$ cat config.mk
export PLATFORM = sky130hd
export DESIGN_NAME = tickless_sleep_tick_compensation_top
export DESIGN_NICKNAME = d
export VERILOG_FILES = /design/src/sv/tsc_pkg.sv /design/src/sv/tsc_cfg.sv /design/src/sv/tsc_front.sv /design/src/sv/tsc_div.sv /design/src/sv/tsc_out.sv /design/src/sv/tickless_sleep_tick_compensation_top.sv
export SDC_FILE = /design/constraint.sdc
export NUM_CORES = 2
export LEC_CHECK = 0
export BUFFER_PORTS_ARGS = -buffer_cell sky130_fd_sc_hd__buf_2
export CELL_PAD_IN_SITES_DETAIL_PLACEMENT = 1
export CELL_PAD_IN_SITES_GLOBAL_PLACEMENT = 2
export CORE_ASPECT_RATIO = 1.5
export CORE_MARGIN = 3
export CORE_UTILIZATION = 39
export DETAILED_ROUTE_END_ITERATION = 16
export GPL_ROUTABILITY_DRIVEN = 0
export PLACE_DENSITY_LB_ADDON = 0.1
export SLEW_MARGIN = 20
export SYNTH_ARGS = -nofsm -noshare
export SYNTH_HDL_FRONTEND = slang
export SYNTH_SLANG_ARGS = --single-unit
$ cat constraint.sdc
create_clock -name clk -period 15.8 [get_ports clk]
set_input_delay 2.37 -clock clk [delete_from_list [all_inputs] [get_ports clk]]
set_output_delay 2.37 -clock clk [all_outputs]
set_load 0.01 [all_outputs]
$ cat src/sv/tsc_pkg.sv
// ----------------------------------------------------------------------------
// tsc_pkg
// shared types and constants of the tickless sleep tick compensation block
// ----------------------------------------------------------------------------
package tsc_pkg;

  // counter width default, top level hands it down
  localparam int COUNTER_WIDTH_DEF = 16;

  // configuration port
  localparam int PADDR_W = 3;
  localparam int PDATA_W = 32;
  localparam logic [15:0] TICK_PERIOD_RESET = 16'd31;
  localparam logic [15:0] STOP_COMP_RESET = 16'd0;

  typedef enum logic {
    REG_TICK_PERIOD = 1'b0,
    REG_STOP_COMP   = 1'b1
  } reg_idx_t;

  // long division of the elapsed count, bits resolved per stage
  localparam int DIV_WIDTH = 32;
  localparam int DIV_BITS_PER_STAGE = 4;
  localparam int DIV_STAGES = DIV_WIDTH / DIV_BITS_PER_STAGE;

  typedef struct packed {
    logic [31:0] expected_idle;
    logic [15:0] count_before;
    logic        sleep_aborted;
    logic        tick_fired;
    logic [15:0] count_after;
  } item_t;

  typedef struct packed {
    logic [15:0] sleep_reload;
    logic [15:0] restart_count;
    logic [15:0] ticks_stepped;
  } result_t;

  // configuration as seen by the datapath
  typedef struct packed {
    logic        busy;
    logic [15:0] tick_period;
    logic [15:0] stop_comp;
    logic [31:0] max_ticks;
  } cfg_t;

  // results worked out early, carried alongside the division
  typedef struct packed {
    logic        bypass;
    logic [15:0] reload;
    logic [15:0] restart;
    logic [15:0] ticks;
  } side_t;

  typedef struct packed {
    logic [31:0] dec;
    side_t       side;
  } front_t;

  // nq holds the dividend bits still to be shifted out and the quotient bits
  typedef struct packed {
    logic [DIV_WIDTH-1:0] nq;
    logic [15:0]          rem;
    side_t                side;
  } div_t;

endpackage

$ cat src/sv/tsc_cfg.sv
// ----------------------------------------------------------------------------
// tsc_cfg
// register file and iterative divider for the idle tick limit
// ----------------------------------------------------------------------------
module tsc_cfg #(
  parameter int COUNTER_WIDTH = tsc_pkg::COUNTER_WIDTH_DEF
) (
  input  logic                        clk,
  input  logic                        rst,
  input  logic                        psel,
  input  logic                        penable,
  input  logic                        pwrite,
  input  logic [tsc_pkg::PADDR_W-1:0] paddr,
  input  logic [tsc_pkg::PDATA_W-1:0] pwdata,
  output logic [tsc_pkg::PDATA_W-1:0] prdata,
  output tsc_pkg::cfg_t               cfg
);
  import tsc_pkg::*;

  localparam int CNT_W = (COUNTER_WIDTH > 1) ? $clog2(COUNTER_WIDTH) : 1;

  logic [15:0]              tick_period;
  logic [15:0]              stop_comp;
  logic                     busy;
  logic [CNT_W-1:0]         cnt;
  logic [15:0]              rem;
  logic [15:0]              rem_next;
  logic [COUNTER_WIDTH-1:0] quo;
  logic [COUNTER_WIDTH-1:0] quo_next;
  logic [16:0]              rem_sh;
  logic                     ge;
  logic                     wr;
  reg_idx_t                 idx;

  assign wr  = psel & penable & pwrite;
  assign idx = reg_idx_t'(paddr[PADDR_W-1]);

  // dividend is all ones, so every step shifts in a one
  always_comb begin
    rem_sh   = {rem, 1'b1};
    ge       = rem_sh >= {1'b0, tick_period};
    rem_next = ge ? 16'(rem_sh - {1'b0, tick_period}) : rem_sh[15:0];
    quo_next = {quo[COUNTER_WIDTH-2:0], ge};
  end

  always_ff @(posedge clk) begin
    if (rst) begin
      tick_period <= TICK_PERIOD_RESET;
      stop_comp   <= STOP_COMP_RESET;
      busy        <= 1'b1;
      cnt         <= '0;
      rem         <= '0;
      quo         <= '0;
    end else begin
      if (wr) begin
        case (idx)
          REG_TICK_PERIOD: tick_period <= pwdata[15:0];
          REG_STOP_COMP:   stop_comp   <= pwdata[15:0];
          default:         ;
        endcase
      end
      if (wr && idx == REG_TICK_PERIOD) begin
        busy <= 1'b1;
        cnt  <= '0;
        rem  <= '0;
        quo  <= '0;
      end else if (busy) begin
        rem <= rem_next;
        quo <= quo_next;
        cnt <= cnt + 1'b1;
        if (cnt == CNT_W'(COUNTER_WIDTH - 1)) begin
          busy <= 1'b0;
        end
      end
    end
  end

  always_comb begin
    case (idx)
      REG_TICK_PERIOD: prdata = {16'b0, tick_period};
      REG_STOP_COMP:   prdata = {16'b0, stop_comp};
      default:         prdata = '0;
    endcase
  end

  assign cfg.busy        = busy;
  assign cfg.tick_period = tick_period;
  assign cfg.stop_comp   = stop_comp;
  assign cfg.max_ticks   = 32'(quo);

endmodule

$ cat src/sv/tsc_front.sv
// ----------------------------------------------------------------------------
// tsc_front
// clamp, reload and elapsed count stages ahead of the divider
// ----------------------------------------------------------------------------
module tsc_front (
  input  logic            clk,
  input  logic            rst,
  input  tsc_pkg::cfg_t   cfg,
  input  logic            up_valid,
  output logic            up_ready,
  input  tsc_pkg::item_t  up_data,
  output logic            dn_valid,
  input  logic            dn_ready,
  output tsc_pkg::front_t dn_data
);
  import tsc_pkg::*;

  logic        v1, v2, v3, v4;
  logic        rdy1, rdy2, rdy3, rdy4;

  logic [31:0] s1_idm1;
  logic [15:0] s1_cb, s1_ca;
  side_t       s1_side;
  logic [31:0] s2_prod;
  logic [15:0] s2_cb, s2_ca;
  side_t       s2_side;
  logic [31:0] s3_reload;
  logic [15:0] s3_cb, s3_ca;
  side_t       s3_side;
  front_t      s4;

  logic [31:0] idle_c, idm1, ab;
  side_t       side1, side3;
  logic [31:0] sum, reload;
  logic [31:0] base, dec;

  assign rdy4     = !v4 || dn_ready;
  assign rdy3     = !v3 || rdy4;
  assign rdy2     = !v2 || rdy3;
  assign rdy1     = !v1 || rdy2;
  assign up_ready = rdy1;

  // stage 1: clamp idle ticks, resolve the aborted and fired cases
  always_comb begin
    idle_c = (up_data.expected_idle > cfg.max_ticks) ? cfg.max_ticks : up_data.expected_idle;
    idm1   = idle_c - 32'd1;
    ab     = {16'b0, up_data.count_before} - {16'b0, cfg.stop_comp};
    side1  = '0;
    if (up_data.sleep_aborted) begin
      side1.bypass = 1'b1;
      if (ab <= 32'd1) begin
        side1.restart = cfg.tick_period;
        side1.ticks   = 16'd1;
      end else begin
        side1.restart = ab[15:0];
        side1.ticks   = 16'd0;
      end
    end else if (up_data.tick_fired) begin
      side1.bypass  = 1'b1;
      side1.restart = up_data.count_after;
      side1.ticks   = idm1[15:0];
    end
  end

  // stage 3: reload less stop compensation
  always_comb begin
    sum    = {16'b0, s2_cb} + s2_prod;
    reload = (sum > {16'b0, cfg.stop_comp}) ? sum - {16'b0, cfg.stop_comp} : sum;
    side3  = s2_side;
    side3.reload = reload[15:0];
  end

  // stage 4: elapsed decrements
  always_comb begin
    base = (s3_reload >= {16'b0, s3_ca}) ? s3_reload - {16'b0, s3_ca} : 32'd1;
    dec  = (cfg.tick_period >= s3_cb) ? base + {16'b0, 16'(cfg.tick_period - s3_cb)} : base;
  end

  always_ff @(posedge clk) begin
    if (rst) begin
      v1 <= 1'b0;
      v2 <= 1'b0;
      v3 <= 1'b0;
      v4 <= 1'b0;
    end else begin
      if (rdy1) v1 <= up_valid;
      if (rdy2) v2 <= v1;
      if (rdy3) v3 <= v2;
      if (rdy4) v4 <= v3;
    end
  end

  always_ff @(posedge clk) begin
    if (rdy1) begin
      s1_idm1 <= idm1;
      s1_cb   <= up_data.count_before;
      s1_ca   <= up_data.count_after;
      s1_side <= side1;
    end
    if (rdy2) begin
      s2_prod <= 32'(cfg.tick_period * s1_idm1);
      s2_cb   <= s1_cb;
      s2_ca   <= s1_ca;
      s2_side <= s1_side;
    end
    if (rdy3) begin
      s3_reload <= reload;
      s3_cb     <= s2_cb;
      s3_ca     <= s2_ca;
      s3_side   <= side3;
    end
    if (rdy4) begin
      s4.dec  <= dec;
      s4.side <= s3_side;
    end
  end

  assign dn_valid = v4;
  assign dn_data  = s4;

endmodule

$ cat src/sv/tsc_div.sv
// ----------------------------------------------------------------------------
// tsc_div
// pipelined restoring division of the elapsed count by the tick period
// ----------------------------------------------------------------------------
module tsc_div (
  input  logic            clk,
  input  logic            rst,
  input  logic [15:0]     tick_period,
  input  logic            up_valid,
  output logic            up_ready,
  input  tsc_pkg::front_t up_data,
  output logic            dn_valid,
  input  logic            dn_ready,
  output tsc_pkg::div_t   dn_data
);
  import tsc_pkg::*;

  logic        v   [DIV_STAGES];
  logic        rdy [DIV_STAGES];
  div_t        st  [DIV_STAGES];
  div_t        nxt [DIV_STAGES];
  logic [15:0] dv;

  // a zero period divides by one
  assign dv = (tick_period == 16'd0) ? 16'd1 : tick_period;

  function automatic div_t div_step(input div_t d, input logic [15:0] divisor);
    div_t        r;
    logic [16:0] rs;
    r  = d;
    rs = {d.rem, d.nq[DIV_WIDTH-1]};
    if (rs >= {1'b0, divisor}) begin
      r.rem = 16'(rs - {1'b0, divisor});
      r.nq  = {d.nq[DIV_WIDTH-2:0], 1'b1};
    end else begin
      r.rem = rs[15:0];
      r.nq  = {d.nq[DIV_WIDTH-2:0], 1'b0};
    end
    return r;
  endfunction

  always_comb begin
    div_t cur;
    for (int s = 0; s < DIV_STAGES; s++) begin
      if (s == 0) begin
        cur.nq   = up_data.dec;
        cur.rem  = '0;
        cur.side = up_data.side;
      end else begin
        cur = st[s-1];
      end
      for (int b = 0; b < DIV_BITS_PER_STAGE; b++) begin
        cur = div_step(cur, dv);
      end
      nxt[s] = cur;
    end
  end

  always_comb begin
    rdy[DIV_STAGES-1] = !v[DIV_STAGES-1] || dn_ready;
    for (int s = DIV_STAGES - 2; s >= 0; s--) begin
      rdy[s] = !v[s] || rdy[s+1];
    end
  end

  always_ff @(posedge clk) begin
    if (rst) begin
      for (int s = 0; s < DIV_STAGES; s++) begin
        v[s] <= 1'b0;
      end
    end else begin
      for (int s = 0; s < DIV_STAGES; s++) begin
        if (rdy[s]) v[s] <= (s == 0) ? up_valid : v[s-1];
      end
    end
  end

  always_ff @(posedge clk) begin
    for (int s = 0; s < DIV_STAGES; s++) begin
      if (rdy[s]) st[s] <= nxt[s];
    end
  end

  assign up_ready = rdy[0];
  assign dn_valid = v[DIV_STAGES-1];
  assign dn_data  = st[DIV_STAGES-1];

endmodule

$ cat src/sv/tsc_out.sv
// ----------------------------------------------------------------------------
// tsc_out
// restart value and tick step from the quotient, output register
// ----------------------------------------------------------------------------
module tsc_out (
  input  logic             clk,
  input  logic             rst,
  input  logic [15:0]      tick_period,
  input  logic             up_valid,
  output logic             up_ready,
  input  tsc_pkg::div_t    up_data,
  output logic             dn_valid,
  input  logic             dn_ready,
  output tsc_pkg::result_t dn_data
);
  import tsc_pkg::*;

  logic        v;
  logic        rdy;
  result_t     res;
  result_t     res_next;
  logic [31:0] q;
  logic [31:0] restart;

  assign rdy = !v || dn_ready;

  // (q+1)*period - dec is period - remainder, or -q for a zero period
  always_comb begin
    q       = up_data.nq;
    restart = (tick_period == 16'd0) ? 32'd0 - q
                                     : {16'b0, tick_period} - {16'b0, up_data.rem};
    res_next.sleep_reload = up_data.side.reload;
    if (up_data.side.bypass) begin
      res_next.restart_count = up_data.side.restart;
      res_next.ticks_stepped = up_data.side.ticks;
    end else if (restart <= 32'd1) begin
      res_next.restart_count = tick_period;
      res_next.ticks_stepped = q[15:0] + 16'd1;
    end else begin
      res_next.restart_count = restart[15:0];
      res_next.ticks_stepped = q[15:0];
    end
  end

  always_ff @(posedge clk) begin
    if (rst) begin
      v <= 1'b0;
    end else if (rdy) begin
      v <= up_valid;
    end
  end

  always_ff @(posedge clk) begin
    if (rdy) res <= res_next;
  end

  assign up_ready = rdy;
  assign dn_valid = v;
  assign dn_data  = res;

endmodule

$ cat src/sv/tickless_sleep_tick_compensation_top.sv
// ----------------------------------------------------------------------------
// tickless_sleep_tick_compensation_top
// per sleep episode reload, restart count and tick step for a tickless idle
// ----------------------------------------------------------------------------
//
// channel   direction  handshake                    payload
// item      in         item_valid / item_ready      tsc_pkg::item_t
// result    out        result_valid / result_ready  tsc_pkg::result_t
// config    in         apb psel/penable/pwrite      pwdata, prdata (32 bit)
//
// one item per clock while results are taken and the limit is not busy; each item
// passes 13 register stages: clamp, multiply, reload, elapsed count, 8 divider
// stages, output
// item_ready is low after reset and after every tick_period write, while the
// bit-serial divider works out the idle tick limit
// a stall holds each stage until the next one frees up, so bubbles collapse;
// while a result waits at the output, the front takes transfers until stages fill
//
module tickless_sleep_tick_compensation_top #(
  parameter int COUNTER_WIDTH = tsc_pkg::COUNTER_WIDTH_DEF
) (
  input  logic                        clk,
  input  logic                        rst,
  // item channel
  input  logic                        item_valid,
  output logic                        item_ready,
  input  tsc_pkg::item_t              item,
  // result channel
  output logic                        result_valid,
  input  logic                        result_ready,
  output tsc_pkg::result_t            result,
  // configuration port
  input  logic                        psel,
  input  logic                        penable,
  input  logic                        pwrite,
  input  logic [tsc_pkg::PADDR_W-1:0] paddr,
  input  logic [tsc_pkg::PDATA_W-1:0] pwdata,
  output logic [tsc_pkg::PDATA_W-1:0] prdata,
  output logic                        pready
);
  import tsc_pkg::*;

  cfg_t   cfg;
  logic   front_valid, front_ready;
  front_t front_data;
  logic   div_valid, div_ready;
  div_t   div_data;
  logic   front_in_ready;
  logic   tp_write;

  assign pready = 1'b1;

  // registers plus the idle tick limit, period max over tick period
  tsc_cfg #(
    .COUNTER_WIDTH(COUNTER_WIDTH)
  ) u_cfg (
    .clk     (clk),
    .rst     (rst),
    .psel    (psel),
    .penable (penable),
    .pwrite  (pwrite),
    .paddr   (paddr),
    .pwdata  (pwdata),
    .prdata  (prdata),
    .cfg     (cfg)
  );

  // no transfer while the limit is being recomputed
  assign item_ready = front_in_ready && !cfg.busy;

  // clamp, reload, elapsed count
  tsc_front u_front (
    .clk      (clk),
    .rst      (rst),
    .cfg      (cfg),
    .up_valid (item_valid && !cfg.busy),
    .up_ready (front_in_ready),
    .up_data  (item),
    .dn_valid (front_valid),
    .dn_ready (front_ready),
    .dn_data  (front_data)
  );

  // elapsed count over tick period, four quotient bits a stage
  tsc_div u_div (
    .clk         (clk),
    .rst         (rst),
    .tick_period (cfg.tick_period),
    .up_valid    (front_valid),
    .up_ready    (front_ready),
    .up_data     (front_data),
    .dn_valid    (div_valid),
    .dn_ready    (div_ready),
    .dn_data     (div_data)
  );

  // restart value, tick step and the output register
  tsc_out u_out (
    .clk         (clk),
    .rst         (rst),
    .tick_period (cfg.tick_period),
    .up_valid    (div_valid),
    .up_ready    (div_ready),
    .up_data     (div_data),
    .dn_valid    (result_valid),
    .dn_ready    (result_ready),
    .dn_data     (result)
  );

  assign tp_write = psel && penable && pwrite && (paddr[PADDR_W-1] == REG_TICK_PERIOD);

  // the limit is never used while it is being worked out
  a_busy_blocks_items: assert property (@(posedge clk) disable iff (rst)
    cfg.busy |-> !item_ready)
    else $error("item transfer taken while idle limit busy");

  // a new tick period closes the item channel from the next cycle
  a_tp_write_recomputes: assert property (@(posedge clk) disable iff (rst)
    tp_write |=> (cfg.busy && !item_ready))
    else $error("tick period write did not start limit division");

  // after reset, the divider only starts on a tick period write
  a_busy_start: assert property (@(posedge clk) disable iff (rst)
    $rose(cfg.busy) |-> $past(tp_write))
    else $error("limit division started without a tick period write");

endmodule
# Word level (Yosys, flattened, before mapping)
# Memory sizes are Yosys's and may differ from the RTL's.
# Index checks and enable logic that the tools add are counted.
totals:
  ff_bits: 510
  wordCells: 260
  mem_bits_rw: 784
  output_inout_bits: 83
  mem_count: 2
memory_table:
  columns: ["memory", "depth", "word_bits", "read_ports", "rd_ports_with_merged_regs", "write_ports", "line", "source"]
  rows:
  - ["u_div.st", 8, 97, 8, 0, 8, "tsc_div.sv:20", "div_t st [DIV_STAGES];"]
  - ["u_div.v", 8, 1, 8, 0, 8, "tsc_div.sv:18", "logic v [DIV_STAGES];"]
classes:
  eq_ne: 1
  n_reduce_logical: 34
  n_mux: 90
  magnitude_cmp: 39
  n_addsub: 44
  bitwise: 11
  mul: 1
ops:
  columns: ["op", "n"]
  rows:
  - ["greater-or-equal comparator 17 x 16 -> 1 bit", 32]
  - ["two-way mux 17 bit", 32]
  - ["subtractor 16 bit", 33]
  - ["two-way mux 32 bit", 10]
  - ["greater-than comparator 32 x 16 -> 1 bit", 2]
  - ["less-or-equal comparator 32 x 1 -> 1 bit (second input constant)", 2]
  - ["case mux 32 bit (2 select lines)", 1]
  - ["subtractor 32 x 16 -> 32 bit", 2]
  - ["two-way mux 1 bit", 45]
  - ["subtractor 16 x 16 -> 17 bit", 2]
  - ["adder 16 x 32 -> 32 bit", 1]
  - ["adder 32 x 16 -> 32 bit", 1]
  - ["greater-or-equal comparator 32 x 16 -> 1 bit", 1]
  - ["multiplier 16 x 32 -> 32 bit", 1]
  - ["two-way mux 16 bit", 2]
  - ["subtractor 1 x 32 -> 32 bit (first input constant)", 1]
  - ["subtractor 32 x 1 -> 32 bit (second input constant)", 1]
  - ["adder 16 x 1 -> 16 bit (second input constant)", 1]
  - ["greater-or-equal comparator 1 x 16 -> 1 bit", 1]
  - ["greater-or-equal comparator 16 bit", 1]
  - ["logical NOT 16 bit", 1]
  - ["subtractor 1 x 16 -> 16 bit", 1]
  - ["logical NOT 1 bit", 14]
  - ["logical OR 1 bit", 13]
  - ["other kinds (8)", 19]

# Depth between registers and ports, before layout
depth:
  word_depth: 15
  ltp_mapped: 64

# By module
# From an unflattened synthesis, not the netlist that was laid out.
hier_totals:
  cells_unflattened: 8932
  area_unflattened_um2: 94080.2
by_module_without_submodules:
  columns: ["mod", "seq_area_each_um2", "area_each_um2", "n_inst", "cells_each"]
  rows:
  - ["tsc_div", 23542.6, 53513.8, 1, 4792]
  - ["tsc_front", 11250.8, 32180.9, 1, 3126]
  - ["tsc_out", 1461.4, 4594.4, 1, 533]
  - ["tsc_cfg", 1381.3, 3767.4, 1, 477]
  - ["tickless_sleep_tick_compensation_top", 0.0, 23.8, 1, 4]

# Least setup slack after synthesis
# OpenSTA, ideal clock, no wires.
synth_path:
  kind: "register to register"
  start: "register u_cfg.tick_period[1]"
  end: "memory u_div.st[0][154] (netlist name) (data pin)"
  required_ps: 15540
  synth_period_minus_slack_ps: 14593
  slack_ps: 1207
  path_stages_with_launch: 56
  setup_ps: 260
  arrival_time_ps: 14333
  cell_sequence: "dfxtp_1 > clkbuf_1 > inv_1 > nand2b_1 > or3_1 > clkbuf_1 > clkbuf_1 > nand2_1 > ha_1 > nor2b_1 > o31ai_1 > a21oi_1 > a21oi_1 > a21o_1 > buf_1 > mux2_2 > ha_1 > o21a_1 > [20 not listed] > a21boi_0 > nor4_2 > clkbuf_1 > mux2i_1 > ha_1 > nor2b_1 > o21ai_0 > a21boi_0 > o211ai_1 > nand2_1 > a221oi_1 > a21oi_1 > o21ai_0 > nand2b_1 > a221o_1 > nor2_2 > buf_2 > mux2_2"
synth_lines:
  columns: ["item", "line", "source"]
  rows:
  - ["start, declared", "tsc_cfg.sv:22", "logic [15:0] tick_period;"]
  - ["start signal, assigned", "tsc_cfg.sv:57", "REG_TICK_PERIOD: tick_period <= pwdata[15:0];"]
  - ["end, declared", "tsc_div.sv:20", null]

==> impl_metrics.env <==
export IMPL_status="completed"
export IMPL_nNetsFinal=9811
export IMPL_die_h_um=591
export IMPL_grt_max_degree=64
export IMPL_die_area_um2=234000
export IMPL_clock_path_buffers=4
export IMPL_n_fill_cell=25000
export IMPL_critPathSlowestCell="or3_1"
export IMPL_cts_setup_buffers=0
export IMPL_grtUsageTotal=0.250
export IMPL_fp_row_count=214
export IMPL_grt_pass1_wl_um=441000
export IMPL_cts_tree="yes"
export IMPL_ys_seq_area_frac=0.423
export IMPL_hold_slack_ns=0.389
export IMPL_critPathRequiredTime_ns=16.34
export IMPL_viasPerCell=5.50
export IMPL_start_util=0.392
export IMPL_htree_levels=4
export IMPL_yosys_warnings=0
export IMPL_min_period_ns=14.53
export IMPL_cts_sinks=1278
export IMPL_drc_errors=0
export IMPL_die_x_um=396
export IMPL_avgSynthCellArea_um2=10.5
export IMPL_hold_violations=0
export IMPL_cts_root_buffer="clkbuf_16"
export IMPL_synth_edf_count=1204
export IMPL_max_stage_delay_ns=0.70
export IMPL_avgRoutedWirePerCell_um=25.0
export IMPL_clock_latency_ns=0.83
export IMPL_start_kind="flip-flop"
export IMPL_fmax_ghz=0.0688
export IMPL_r2r_slack_ns=1.27
export IMPL_cts_resized=0
export IMPL_drt_initial_drc_count=3173
export IMPL_netlist_top_cells_area="edfxtp_1, ha_1, fa_1"
export IMPL_synth_top_area_share=0.407
export IMPL_drv_slew=0
export IMPL_holdBufCountCts=0
export IMPL_vias=64800
export IMPL_synth_largest_area_cell="edfxtp_1"
export IMPL_syn_area_um2=88900
export IMPL_cts_buffers=139
export IMPL_drtPass1Iterations=6
export IMPL_io_buffers=155
export IMPL_antenna_found_initial=12
export IMPL_drt_total_wl_um=295000
export IMPL_synth_distinct_cells=91
export IMPL_cp_end_kind="flip-flop"
export IMPL_dp_hpwl_um=231000
export IMPL_cap_violations=0
export IMPL_drive_gt1_frac=0.0957
export IMPL_fin_skew_ns=0.0776
export IMPL_hp_class="reg -> reg"
export IMPL_rsz0062_at_grt="false"
export IMPL_fin_tns_setup_ns=0
export IMPL_period_share=0.920
export IMPL_grt_pass1_vias=70300
export IMPL_overflow=0
export IMPL_area_growth_pct=10.5
export IMPL_ys_ff_latch=1278
export IMPL_crit_type="reg -> reg"
export IMPL_worst_pin_slew_ns=1.14
export IMPL_syn_inst=8432
export IMPL_relSlewSlack=0.232
export IMPL_detail_route_antenna_nets=0
export IMPL_crit_fanout=24
export IMPL_arrival_ns=15.07
export IMPL_core_um2=227000
export IMPL_ios=191
export IMPL_setup_viol=0
export IMPL_synthFlopType="edfxtp_1"
export IMPL_cts_reportedPaths_clkPinSlew_ns=0.06
export IMPL_async_reset_ff_frac=0
-- cell type report --
| cell class | count | area [um2] | area share |
|---|---|---|---|
| multi-input combinational | 6195 | 47700 | 0.486 |
| antenna | 8 | 20.0 | 0.000204 |
| timing repair buffer | 298 | 1960 | 0.0199 |
| inverter | 738 | 2790 | 0.0284 |
| clock inverter | 66 | 567 | 0.00577 |
| tap | 3024 | 3780 | 0.0385 |
| clock buffer | 171 | 3700 | 0.0377 |
| sequential | 1278 | 37700 | 0.383 |
-- routing by layer --
metal | global-route usage | up-vias | share of wire
met2 | 0.490 | 1056 | 0.55
met1 | 0.267 | 32600 | 0.37
met5 | 0 | - | 0.00017
li1 | - | 30600 | -
met3 | 0.0227 | 511 | 0.026
met4 | 0.112 | 8 | 0.053
-- logic make-up (layout without fill, tap and decap cells) --
kind of cell,Yosys count,after routing,synth area share
buffers and inverters,974,1273,0.0420
other,2,25,0.0000845
DFF,1278,1278,0.423
xor gates and xnor gates,612,612,0.0603
muxes,306,306,0.0375
adders and majority gates,1053,1053,0.177
and+or+nand+nor,2370,2370,0.127
AOI/OAI and AO/OA,1837,1837,0.132
-- stage by stage --
| step | std cells | area [um2] | worst slack (ns) | utilization |
|---|---|---|---|---|
| floorplan | 8447 | 88900 | 1.21 | - |
| global placement | 11500 | 93900 | 1.40 | 0.414 |
| detailed placement | 11500 | 93900 | 1.22 | 0.415 |
| CTS | 11800 | 98200 | 1.13 | 0.433 |
| global route | 11800 | 98200 | 0.261 | 0.433 |
| finish | 11800 | 98200 | 1.27 | 0.434 |
-- flip-flops by register name, summed over array words and instances (netlist names), 17 cells and up --
register	cells
u_out.dn_data	48
u_front.s3_side	48
u_front.s3_reload	17
u_front.s1_side	33
u_front.s2_prod	32
u_front.s2_side	33
u_front.dn_data	81
u_front.s1_idm1	32
u_div.st	776
-- Yosys cell counts (128+ instances only) --
master	number
clkbuf_1	191
a21oi_1	558
mux2_2	214
a21o_1	201
o21ai_0	395
nand2_1	819
and2_1	158
nor3_1	152
ha_1	710
nor2_1	533
xor2_1	208
xnor2_1	404
nor2b_1	128
inv_1	732
edfxtp_1	1204
fa_1	343
-- cell usage in the layout, fill, tap and decap left out, types with 51 or more instances in the layout --
cell type	count
a211oi_1	55
a21o_1	201
a21oi_1	558
and2_1	158
and3_1	51
buf_2	155
buf_4	134
clkbuf_16	142
dfxtp_1	63
edfxtp_1	1204
fa_1	343
ha_1	710
inv_1	710
mux2_2	214
mux2i_1	91
nand2_1	813
nand2b_1	87
nand3_1	105
nand4_1	110
nor2_1	531
nor2b_1	127
nor3_1	151
nor4_1	60
o21a_1	118
o21ai_0	395
o21bai_1	67
or3_1	56
xnor2_1	401
xor2_1	208
-- worst paths after layout --
kind / depth (start not counted) / endpoint / from
max: 51 / u_div.st[0][159]$_DFFE_PP_ / u_cfg.tick_period[4]$_SDFFE_PP1P_
min: 0 / u_div.st[1][84]$_DFFE_PP_ / u_div.st[0][371]$_DFFE_PP_
max reg2reg: 51 / u_div.st[0][159]$_DFFE_PP_ / u_cfg.tick_period[4]$_SDFFE_PP1P_
min reg2reg: 0 / u_div.st[1][84]$_DFFE_PP_ / u_div.st[0][371]$_DFFE_PP_
-- critical path, delay by kind of cell, from the launching register on --
kind	cells	cell delay, ns
mux	3	1.24
flops	1	0.42
buf+inv	6	1.18
simple gates	13	3.16
compound gates	25	6.98
fa+ha+maj	4	1.16
Power is left out: the tool's default activity adds up to more than one toggle a clock period on the data nets, which glitch-free logic cannot reach.
